<file path="config.mk">
export PLATFORM = sky130hd
export DESIGN_NAME = lru_lookup_cache
export DESIGN_NICKNAME = d
export VERILOG_FILES = /design/src/sv/lrc_pkg.sv /design/src/sv/lru_lookup_cache.sv /design/src/sv/lrc_order.sv
export SDC_FILE = /design/constraint.sdc
export NUM_CORES = 1
export LEC_CHECK = 0
export BUFFER_PORTS_ARGS = -buffer_cell sky130_fd_sc_hd__buf_4
export CAP_MARGIN = 0
export CELL_PAD_IN_SITES_DETAIL_PLACEMENT = 1
export CELL_PAD_IN_SITES_GLOBAL_PLACEMENT = 1
export CORE_ASPECT_RATIO = 1.2
export CORE_MARGIN = 1
export CORE_UTILIZATION = 45
export CTS_CLUSTER_SIZE = 14
export DETAILED_ROUTE_END_ITERATION = 8
export GPL_ROUTABILITY_DRIVEN = 0
export PLACE_DENSITY = 0.79
export REMOVE_ABC_BUFFERS = 1
export SETUP_SLACK_MARGIN = 0.5
export SLEW_MARGIN = 25
export SYNTH_ARGS = -nofsm -noshare
export SYNTH_HDL_FRONTEND = slang
export SYNTH_SLANG_ARGS = --single-unit
</file>
<file path="constraint.sdc">
create_clock -name aclk -period 6.7 [get_ports aclk]
set_input_delay 2.01 -clock aclk [delete_from_list [all_inputs] [get_ports aclk]]
set_output_delay 2.01 -clock aclk [all_outputs]
set_load 0.05 [all_outputs]
</file>
<file path="src/sv/lrc_pkg.sv">
// Shared types and constants for the LRU lookup cache.
// Used by lrc_order, lru_lookup_cache and the testbench; depends on nothing else.
package lrc_pkg;

    // Default geometry of the cache.
    localparam int SLOTS_DEF      = 8;
    localparam int KEY_BITS_DEF   = 32;
    localparam int TABLE_BITS_DEF = 16;
    localparam int REF_BITS_DEF   = 16;

    // Fixed result field widths.
    localparam int FOUND_REF_W = 16;
    localparam int COUNT_W     = 32;
    localparam int M_DATA_W    = ((FOUND_REF_W + 2 * COUNT_W + 7) / 8) * 8;

    // Request kinds carried on s_tuser.
    localparam logic REQ_LOOKUP = 1'b0;
    localparam logic REQ_INSERT = 1'b1;

    typedef enum logic [1:0] {
        ST_IDLE,
        ST_SCAN,
        ST_FINISH
    } lrc_state_t;

endpackage

</file>
<file path="src/sv/lru_lookup_cache.sv">
// Top level of the fully associative LRU lookup cache.
// Depends on lrc_pkg and lrc_order; holds the slot memory and the scan control.
//
//  channel  | direction | tdata (low bit first)                 | tuser
//  ---------+-----------+---------------------------------------+----------
//  s_       | in        | table_id, key_tag, entry_ref, zero pad | req_type
//  m_       | out       | found_ref, hit_count, miss_count       | hit
//
// The slot memory has a single read port, so the scan reads one slot per
// cycle. Slot 0 is read in the cycle the beat is taken, and the final cycle
// compares the last slot and writes the recency order, memory and counters.
// A new request beat is taken in that final cycle, so requests follow each
// other with no gap. Inserts produce no result beat. A lookup whose result
// cannot be loaded because the previous result beat is still unclaimed holds
// in its final cycle until m_tready frees the output register. Reset clears
// the valid flags and counters at once; the slot memory is not swept.
module lru_lookup_cache import lrc_pkg::*; #(
    parameter int SLOTS      = SLOTS_DEF,
    parameter int KEY_BITS   = KEY_BITS_DEF,
    parameter int TABLE_BITS = TABLE_BITS_DEF,
    parameter int REF_BITS   = REF_BITS_DEF
) (
    input  logic                    aclk,
    input  logic                    aresetn,
    // Request channel.
    input  logic                    s_tvalid,
    output logic                    s_tready,
    // table_id, key_tag, entry_ref, zero padding up to whole bytes
    input  logic [((TABLE_BITS + KEY_BITS + REF_BITS + 7) / 8) * 8 - 1:0] s_tdata,
    // req_type
    input  logic [0:0]              s_tuser,
    // Result channel.
    output logic                    m_tvalid,
    input  logic                    m_tready,
    // found_ref, hit_count, miss_count
    output logic [M_DATA_W-1:0]     m_tdata,
    // hit
    output logic [0:0]              m_tuser
);

    localparam int SLOT_W  = $clog2(SLOTS);
    localparam int ENTRY_W = TABLE_BITS + KEY_BITS + REF_BITS;
    localparam int KEY_LO  = TABLE_BITS;
    localparam int REF_LO  = TABLE_BITS + KEY_BITS;
    localparam logic [SLOT_W-1:0] RANK_LAST = SLOT_W'(SLOTS - 1);

    // Control state.
    lrc_state_t state_reg, state_next;
    logic [SLOT_W-1:0] idx_reg;

    // Request being worked on.
    logic                  req_type_reg;
    logic [TABLE_BITS-1:0] tbl_reg;
    logic [KEY_BITS-1:0]   key_reg;
    logic [REF_BITS-1:0]   ref_reg;

    // Slot memory and its read side.
    logic [ENTRY_W-1:0] mem [SLOTS];
    logic [ENTRY_W-1:0] rd_data_reg;
    logic [SLOT_W-1:0]  rd_slot_reg;
    logic               rd_vld_reg;
    logic               rd_en;
    logic [SLOT_W-1:0]  rd_addr;
    logic               wr_en;
    logic [ENTRY_W-1:0] wr_data;

    // Best candidate found so far in the scan.
    logic                best_found_reg;
    logic [SLOT_W-1:0]   best_slot_reg;
    logic [SLOT_W-1:0]   best_rank_reg;
    logic [REF_BITS-1:0] best_ref_reg;
    logic                cur_found;
    logic [SLOT_W-1:0]   cur_slot;
    logic [SLOT_W-1:0]   cur_rank;
    logic [REF_BITS-1:0] cur_ref;
    logic                hit_now;
    logic                better;

    logic [SLOT_W-1:0] rank_at;
    logic              valid_at;

    // Counters and output register.
    logic [COUNT_W-1:0]     hits_reg;
    logic [COUNT_W-1:0]     misses_reg;
    logic                   m_valid_reg;
    logic                   m_hit_reg;
    logic [FOUND_REF_W-1:0] m_ref_reg;
    logic [COUNT_W-1:0]     m_hits_reg;
    logic [COUNT_W-1:0]     m_misses_reg;

    logic accept;
    logic can_finish;
    logic finish;
    logic is_insert;

    assign is_insert = (req_type_reg == REQ_INSERT);
    assign accept    = s_tvalid && s_tready;

    // A lookup may only finish once the output register is free or is being
    // drained in the same cycle; an insert never needs it.
    assign can_finish = is_insert || !m_valid_reg || m_tready;

    // Next-state logic.
    always_comb begin
        state_next = state_reg;
        unique case (state_reg)
            ST_IDLE: begin
                if (accept) begin
                    state_next = ST_SCAN;
                end
            end
            ST_SCAN: begin
                if (idx_reg == RANK_LAST) begin
                    state_next = ST_FINISH;
                end
            end
            ST_FINISH: begin
                if (can_finish) begin
                    state_next = accept ? ST_SCAN : ST_IDLE;
                end
            end
            default: begin
                state_next = ST_IDLE;
            end
        endcase
    end

    // State outputs: a new request is taken when idle, or in the final cycle
    // of the previous one, and its first slot read starts at once.
    always_comb begin
        s_tready = 1'b0;
        finish   = 1'b0;
        rd_en    = 1'b0;
        rd_addr  = '0;
        unique case (state_reg)
            ST_IDLE: begin
                s_tready = 1'b1;
                rd_en    = s_tvalid;
            end
            ST_SCAN: begin
                rd_en   = 1'b1;
                rd_addr = idx_reg;
            end
            ST_FINISH: begin
                finish   = can_finish;
                s_tready = can_finish;
                rd_en    = can_finish && s_tvalid;
            end
            default: begin
                s_tready = 1'b0;
            end
        endcase
    end

    always_ff @(posedge aclk) begin
        if (!aresetn) begin
            state_reg <= ST_IDLE;
            idx_reg   <= '0;
        end else begin
            state_reg <= state_next;
            if (accept) begin
                idx_reg <= SLOT_W'(1);
            end else if (state_reg == ST_SCAN) begin
                idx_reg <= idx_reg + SLOT_W'(1);
            end
        end
    end

    always_ff @(posedge aclk) begin
        if (accept) begin
            req_type_reg <= s_tuser[0];
            tbl_reg      <= s_tdata[TABLE_BITS-1:0];
            key_reg      <= s_tdata[KEY_LO +: KEY_BITS];
            ref_reg      <= s_tdata[REF_LO +: REF_BITS];
        end
    end

    // Slot memory. An insert written in the final cycle can land on the slot
    // that the next request reads first, so the written entry is forwarded.
    assign wr_en   = finish && is_insert;
    assign wr_data = {ref_reg, key_reg, tbl_reg};

    always_ff @(posedge aclk) begin
        if (wr_en) begin
            mem[cur_slot] <= wr_data;
        end
        if (rd_en) begin
            rd_data_reg <= (wr_en && (cur_slot == rd_addr)) ? wr_data : mem[rd_addr];
            rd_slot_reg <= rd_addr;
        end
    end

    always_ff @(posedge aclk) begin
        if (!aresetn) begin
            rd_vld_reg <= 1'b0;
        end else begin
            rd_vld_reg <= rd_en;
        end
    end

    lrc_order #(
        .SLOTS (SLOTS)
    ) u_order (
        .aclk          (aclk),
        .aresetn       (aresetn),
        .rd_slot       (rd_slot_reg),
        .rank_at       (rank_at),
        .valid_at      (valid_at),
        .upd_en        (finish && cur_found),
        .upd_set_valid (is_insert),
        .upd_slot      (cur_slot),
        .upd_rank      (cur_rank)
    );

    // Per-slot compare. A lookup looks for a valid slot with the same table
    // and key; an insert looks for the least recent slot. Among several
    // matches the lowest rank wins.
    always_comb begin
        if (is_insert) begin
            hit_now = rd_vld_reg && (rank_at == RANK_LAST);
        end else begin
            hit_now = rd_vld_reg && valid_at
                      && (rd_data_reg[TABLE_BITS-1:0] == tbl_reg)
                      && (rd_data_reg[KEY_LO +: KEY_BITS] == key_reg);
        end
        better    = hit_now && (!best_found_reg || (rank_at < best_rank_reg));
        cur_found = best_found_reg || hit_now;
        cur_slot  = better ? rd_slot_reg : best_slot_reg;
        cur_rank  = better ? rank_at : best_rank_reg;
        cur_ref   = better ? rd_data_reg[REF_LO +: REF_BITS] : best_ref_reg;
    end

    always_ff @(posedge aclk) begin
        if (!aresetn) begin
            best_found_reg <= 1'b0;
        end else if (accept) begin
            best_found_reg <= 1'b0;
        end else begin
            best_found_reg <= cur_found;
        end
    end

    always_ff @(posedge aclk) begin
        best_slot_reg <= cur_slot;
        best_rank_reg <= cur_rank;
        best_ref_reg  <= cur_ref;
    end

    // Counters and the result register.
    always_ff @(posedge aclk) begin
        if (!aresetn) begin
            hits_reg    <= '0;
            misses_reg  <= '0;
            m_valid_reg <= 1'b0;
        end else begin
            if (finish && !is_insert) begin
                m_valid_reg <= 1'b1;
                if (cur_found) begin
                    hits_reg <= hits_reg + COUNT_W'(1);
                end else begin
                    misses_reg <= misses_reg + COUNT_W'(1);
                end
            end else if (m_tready) begin
                m_valid_reg <= 1'b0;
            end
        end
    end

    always_ff @(posedge aclk) begin
        if (finish && !is_insert) begin
            m_hit_reg    <= cur_found;
            m_ref_reg    <= cur_found ? FOUND_REF_W'(cur_ref) : '0;
            m_hits_reg   <= cur_found ? hits_reg + COUNT_W'(1) : hits_reg;
            m_misses_reg <= cur_found ? misses_reg : misses_reg + COUNT_W'(1);
        end
    end

    assign m_tvalid   = m_valid_reg;
    assign m_tdata    = M_DATA_W'({m_misses_reg, m_hits_reg, m_ref_reg});
    assign m_tuser[0] = m_hit_reg;

    // No request is taken while a scan is under way.
    assert property (@(posedge aclk) disable iff (!aresetn)
        (state_reg == ST_SCAN) |-> !s_tready)
        else $error("request taken during slot scan");

    // A new result beat only follows the completion of a lookup.
    assert property (@(posedge aclk) disable iff (!aresetn)
        $rose(m_valid_reg) |-> $past(finish && (req_type_reg == REQ_LOOKUP)))
        else $error("result beat without a finished lookup");

    // The hit counter advances by at most one per cycle.
    assert property (@(posedge aclk) disable iff (!aresetn)
        (hits_reg != $past(hits_reg)) |-> (hits_reg == $past(hits_reg) + COUNT_W'(1)))
        else $error("hit counter jumped");

    // Exactly one of the counters moves when a lookup completes.
    assert property (@(posedge aclk) disable iff (!aresetn)
        (finish && !is_insert) |=>
            ((hits_reg != $past(hits_reg)) != (misses_reg != $past(misses_reg))))
        else $error("lookup did not update exactly one counter");

endmodule

</file>
<file path="src/sv/lrc_order.sv">
// Recency order and valid flags of the cache slots, kept in flip-flops.
// Depends on lrc_pkg; instantiated by lru_lookup_cache.
module lrc_order import lrc_pkg::*; #(
    parameter int SLOTS = SLOTS_DEF
) (
    input  logic                       aclk,
    input  logic                       aresetn,
    input  logic [$clog2(SLOTS)-1:0]   rd_slot,
    output logic [$clog2(SLOTS)-1:0]   rank_at,
    output logic                       valid_at,
    input  logic                       upd_en,
    input  logic                       upd_set_valid,
    input  logic [$clog2(SLOTS)-1:0]   upd_slot,
    input  logic [$clog2(SLOTS)-1:0]   upd_rank
);

    localparam int SLOT_W = $clog2(SLOTS);

    logic [SLOT_W-1:0] rank_reg [SLOTS];
    logic [SLOTS-1:0]  valid_reg;

    assign rank_at  = rank_reg[rd_slot];
    assign valid_at = valid_reg[rd_slot];

    // Promotion: the chosen slot becomes rank 0 and every slot that was more
    // recent than it moves one place toward the old end.
    always_ff @(posedge aclk) begin
        if (!aresetn) begin
            valid_reg <= '0;
            for (int i = 0; i < SLOTS; i++) begin
                rank_reg[i] <= SLOT_W'(i);
            end
        end else if (upd_en) begin
            if (upd_set_valid) begin
                valid_reg[upd_slot] <= 1'b1;
            end
            for (int i = 0; i < SLOTS; i++) begin
                if (SLOT_W'(i) == upd_slot) begin
                    rank_reg[i] <= '0;
                end else if (rank_reg[i] < upd_rank) begin
                    rank_reg[i] <= rank_reg[i] + SLOT_W'(1);
                end
            end
        end
    end

endmodule

</file>
After elaboration in Yosys (flattened, before gate mapping)
Memory sizes are Yosys's and may differ from the RTL's. A register that Yosys moved wholly into a read port is not among the register bits.
Index checks and enable logic that the tools add are counted.

word-level totals
  input port bits = 69
  memory bits (writable) = 536
  register bits after elaboration = 251
  output and inout bits = 83
  word-level logic and storage cells = 220
  memories kept = 2

cells by class
  mux-type cells = 115
  equality and inequality tests = 16
  magnitude comparators = 12
  reduce and logical (&&, ||, !) cells = 25
  add/subtract/negate cells = 11
  bitwise gates (word level) = 18

memories
  memory            depth  width  read ports  clocked after Yosys merged registers in  write ports  RTL line                source
  mem               8      64     1           1                                        1            lru_lookup_cache.sv:58  logic [ENTRY_W-1:0] mem [SLOTS];
  u_order.rank_reg  8      3      9           1                                        8            lrc_order.sv:19         logic [SLOT_W-1:0] rank_reg [SLOTS];

operators by type and width
  operator                                            count
  2-to-1 mux 1 bit                                    84
  adder 32 x 1 -> 32 bit, second input constant       2
  2-to-1 mux 32 bit                                   2
  2-to-1 mux 3 bit                                    20
  == test 32 bit                                      1
  adder 3 x 1 -> 3 bit, second input constant         9
  < comparator 3 bit                                  9
  == test 16 bit                                      1
  2-to-1 mux 16 bit                                   1
  OR 1 bit                                            16
  == test 3 bit, first input constant                 4
  logical AND 1 bit                                   11
  < comparator 3 x 4 -> 1 bit, second input constant  2
  OR 8 bit                                            1
  == test 2 x 3 -> 1 bit, first input constant        2
  == test 3 bit, second input constant                2
  2-to-1 mux 2 bit                                    3
  != test 2 bit, second input constant                3
  case mux 2 bit (3 select lines)                     1
  logical OR 1 bit                                    4
  nonzero test 2 bit                                  2
  binary-select mux 1 bit (select 3 bit)              1
  demux 1 bit (select 3 bit)                          1
  == test 1 x 3 -> 1 bit, first input constant        1
  other kinds (12)                                    14

Depth between registers and ports, before layout
  depth after elaboration = 15
  depth in mapped cells = 17
  depth with buffers taken out = 15

Modules after synthesis
Synthesis repeated with hierarchy kept, for this count alone.

second synthesis, totals
  cell total of the unflattened synthesis = 2,664
  area, all modules = 35,013.6 um2

by module, submodules not included
  module            area each (um2)  times used  seq. area each (um2)  cells an instance
  lru_lookup_cache  32,804.0         1           23,652.7              2,460
  lrc_order         2,209.6          1           880.8                 204

Worst setup path after synthesis
Ideal clock, no wire load.

  kind = input -> register
  start = in m_tready
  end = reg rd_data_reg[0], read port of mem (enable)
  buffers on the path = 0
  data required time = 6,278 ps
  arrival time = 6,229 ps
  setup time = 422 ps
  setup slack = 50 ps
  stages on the path = 7
  path through = nand2b_1 nor2_1 a21oi_1 nand2_1 inv_1 nor2_1 inv_1

on the way
  longest elaborated chain between the ends = 3

RTL lines
  item                             RTL line                 source
  start, declared                  lru_lookup_cache.sv:34   input logic m_tready,
  logical OR 1 bit                 lru_lookup_cache.sv:101  assign can_finish = is_insert || !m_valid_reg || m_tready;
  logical AND 1 bit                lru_lookup_cache.sv:147  rd_en = can_finish && s_tvalid;
  case mux 1 bit (3 select lines)  lru_lookup_cache.sv:135  unique case (state_reg)
  via rd_en                        lru_lookup_cache.sv:62   logic rd_en;
  end, declared                    lru_lookup_cache.sv:59   logic [ENTRY_W-1:0] rd_data_reg;

The timed path passes the listed nets, and every way through them passes these cells.
A chain may end at the register's enable or synchronous reset.

==> out/summary.md <==
The flow ran to the end, and the final reports show no timing, DRC or antenna violations. The family with the most delay on the worst path is simple AND/OR/NAND/NOR gates. The number of detailed-routing iterations run before antenna repair is 7, and the largest fanout on the critical path is 192.

Dividing total power by cell area gives a power density of 288.3 nW/µm². The post-CTS setup-driven buffer insertion count was 0; the final HPWL from detailed placement was 53.92 mm. The total of cells resized after clock tree synthesis is 0, and the cell area after placement is 37,180 µm². The tools report the Yosys warning count as 0.

The floorplan step defined a die boundary enclosing 78,760 µm². In this run the tightest slew margin relative to its limit is 27.46%. TritonCTS built the clock tree.

Maximum clock rate: 181.8 MHz. Of the post-synthesis cell area, the part taken by muxes is 2.525%. In this run the critical register-to-register path is captured at rd_data_reg[34]. In the final layout, the multi-input gates occupy 9673 µm². The synthesized-area fraction occupied by ao, oa, aoi and oai cells works out to 8.133%. The worst-path cell with the longest stage delay was sky130_fd_sc_hd__a21oi_2. Dividing the detail-routed wire length by the instance count gives 23.84 µm.

The startpoint identified for the worst hold timing path is best_ref_reg[9]. Hold timing on the final database bottoms out at a slack of 443.8 ps. The buffering stage count on the worst path with inverters included is 1. The tools report the root cell of the clock tree as sky130_fd_sc_hd__clkbuf_16. Of the cells placed in the final design, the portion with a size suffix greater than 1 is 12.62%.

The tools report the number of fillers in the final layout as 7,616. From synthesis to final layout, the design area changed by 14.68%. The worst setup path is captured at a flip-flop. The first-pass GRT wire length is 141.8 mm, and the hold-critical path depth is 2. The sequential cells in the finished layout cover a total of 24,600 µm².

The die is 256.4 µm wide. Synthesis produced a netlist whose cell count is 2,673. Across the VDD grid, the largest voltage drop is 0.0002785 V.

The internal reg-to-reg setup slack came out at 1200 ps. The tools report the number of buffers created by CTS as 87. The netlist area before placement was 34,940 µm²; the share of synthesized cell area in full adder, half adder and majority cells was 0.7019%. The clock passes through at most 3 buffers. At the pin with the least slew margin, the transition time is 1088 ps. The post-synthesis xor/xnor area fraction is 3.961%, and the final worst clock skew is 32.47 ps. The logs give 0 for the number of setup violations in the final report and 3 for the H-tree depth. The number of enable flip-flop cells after synthesis came out at 749. The sink count of the clock tree is 854. In this run the core area contains 111 standard-cell rows. The net count of the finished layout is 2,865. Setup slack closes at 1199 ps. Summed over all cells, the static leakage comes to 0.01313 µW. After routing the design area is 40,070 µm². At the placement stage, the worst setup path has a slack of 1298 ps.

The tools report the sum of overflow across all layers after global routing as 0. Setup repair after global routing left no endpoint under its margin. The synthesized area divided by synthesized cell count came out at 13.07 µm². The tools report the clock network latency to the later pin of the worst-skew pair as 670 ps.

Among all flip-flop cells after synthesis, the most frequent one is sky130_fd_sc_hd__edfxtp_1. For this run, asynchronously set or reset flops after synthesis account for 0%. The startpoint identified for the worst register-to-register timing path is key_reg[8].

In this run the worst hold path is classified as reg -> reg. The initial utilization of the core area, before any placement, comes to 45.57%. Adding up every negative setup slack in the final design gives 0 ps.

The endpoint of the worst hold path is best_ref_reg[9]. After layout, the minimum clock period comes to 5501 ps. Measured in cells, the most critical reg-to-reg path has a length of 10.

Traced cell by cell, the critical path runs through xnor2_1 > nand4_1 > or4_1 > nor4_4 > nand2_2 > a21oi_2 > nand3_1 > a21oi_4 > buf_12 > o21ai_0. The tools report the overall power consumption as 11,550 µW. Launching element type of the critical path: a flip-flop.

Clock-pin slew was measured on the worst setup and hold paths at 60 ps. Summing the areas of all and, or, nand and nor instances in the mapped netlist gives 12.01% of the synthesized area. The period utilization was 82.11%.

The via count of the first global-routing pass is 24,540, and the arrival time reported for the critical path endpoint is 5860 ps. The combinational family with the most area after synthesis was simple AND/OR/NAND/NOR gates. In this run the count of I/O pins placed on the die edge is 152. The total global-route track usage was 23.37%; the height of the chip was 307.2 µm. The largest stage delay on the critical path is 800 ps, and the final antenna-violating net count is 0. The worst setup path is of the reg -> reg kind. Hold repair after CTS inserted 0 buffers. After synthesis the netlist holds a flip-flop and latch count of 854. Yosys mapped the design onto 81 distinct sky130hd cell types. The run gives 1,786 as the violation count after the first detailed-route iteration. Input and output buffers added on the ports amount to 151.

The register with the most flip-flops in the layout has 512 of them. For the area of the core, the log shows 76,660 µm². The hold violation total from the final report came out at 0. Sequential cells were found to cover 70.39% of the synthesized design area.

The via count normalized by instance count was 5.860. The number of pins exceeding their max-slew limit in the final report is 0, and the vias after detailed routing is 22,680. The pin count of the biggest net entering global routing is 193, and the count of unresolved DRC violations after routing is 0. Data on the critical path is required at its endpoint by 7060 ps.

The number of maximum-capacitance constraint violations is 0, and the initial antenna violation count is 2. Summed over all layers, the routed wires come to 92.27 mm.
==> Yosys cell counts (all sizes together), types with 64 or more instances <==
master  instances  area, µm²
edfxtp        749      22490
nand2         452       1699
nand3         174      870.8
nor2          148      558.0
clkbuf        134      503.0
dfxtp         105       2102
xnor2         104      910.9
o21ai         100      504.2
mux2i          78      780.8
a211oi         76      570.6
a31oi          67      419.2
o32ai          64      560.5
==> worst min-delay path, delay by kind of cell (launching register included) <==
| kind | cells | cell delay [ps] |
|---|---|---|
| DFF | 1 | 300 |
| and+or+nand+nor | 2 | 120 |
==> report_power, final <==
group,total (µW),internal [µW],switching [µW]
clock network,4890,2800,2090
logic,610,207,403
registers,6050,5910,146
total,11600,8920,2640
==> layout by cell type (no fill, tap or decap), types with 54 or more instances in the layout <==
master / count
sky130_fd_sc_hd__mux2i_1: 78
sky130_fd_sc_hd__o21ai_0: 97
sky130_fd_sc_hd__nand2_1: 447
sky130_fd_sc_hd__xor2_1: 54
sky130_fd_sc_hd__edfxtp_1: 749
sky130_fd_sc_hd__clkbuf_16: 89
sky130_fd_sc_hd__buf_4: 169
sky130_fd_sc_hd__nand3_1: 174
sky130_fd_sc_hd__o32ai_1: 64
sky130_fd_sc_hd__dfxtp_1: 104
sky130_fd_sc_hd__a211oi_1: 76
sky130_fd_sc_hd__nor2_1: 139
sky130_fd_sc_hd__xnor2_1: 104
sky130_fd_sc_hd__a31oi_1: 67
==> per-stage QoR <==
stage               utilization [%]  instances
finish                        52.26       3870
global route                  52.26       3870
CTS                           52.22       3869
detailed placement            48.49       3710
global placement              48.45       3709
floorplan                         -       2512
==> worst max-delay path by stage <==
stage                           from         endpoint  slack, ps  cells after the start
after floorplan            flip-flop   rd_data_reg[0]      -4470                     12
after global placement    key_reg[6]       mem[2][10]       1600                      9
after detailed placement  key_reg[8]       mem[2][23]       1300                      9
after CTS                 key_reg[8]       mem[2][57]       1300                      9
after global routing      key_reg[8]  rd_data_reg[54]       1010                     10
final                     key_reg[8]  rd_data_reg[34]       1200                     10
==> cell type report <==
cell class	count	area share, %
repair buffers	181	3.719
well taps	1017	3.176
multi-input cells	1616	24.14
flip-flops and latches	854	61.39
diodes	1	0.006246
clock buffers	102	5.705
clock inverters	57	1.436
inverters	42	0.4247
==> logic make-up after synthesis <==
group / Yosys count
XOR/XNOR: 158
flip-flops: 854
multiplexers: 84
adder cells (fa/ha/maj): 21
AO/OA/AOI/OAI: 417
AND/OR/NAND/NOR: 936
buffers and inverters: 203
==> per-layer routing <==
metal,vias up,GRT usage [%],wire [µm]
li1,10150,-,-
met1,11570,27.59,36020
met2,751,42.30,48260
met3,202,3.481,4963
met4,0,9.887,3019
met5,-,0,0
Note: power is estimated with default switching activity, not from simulation.
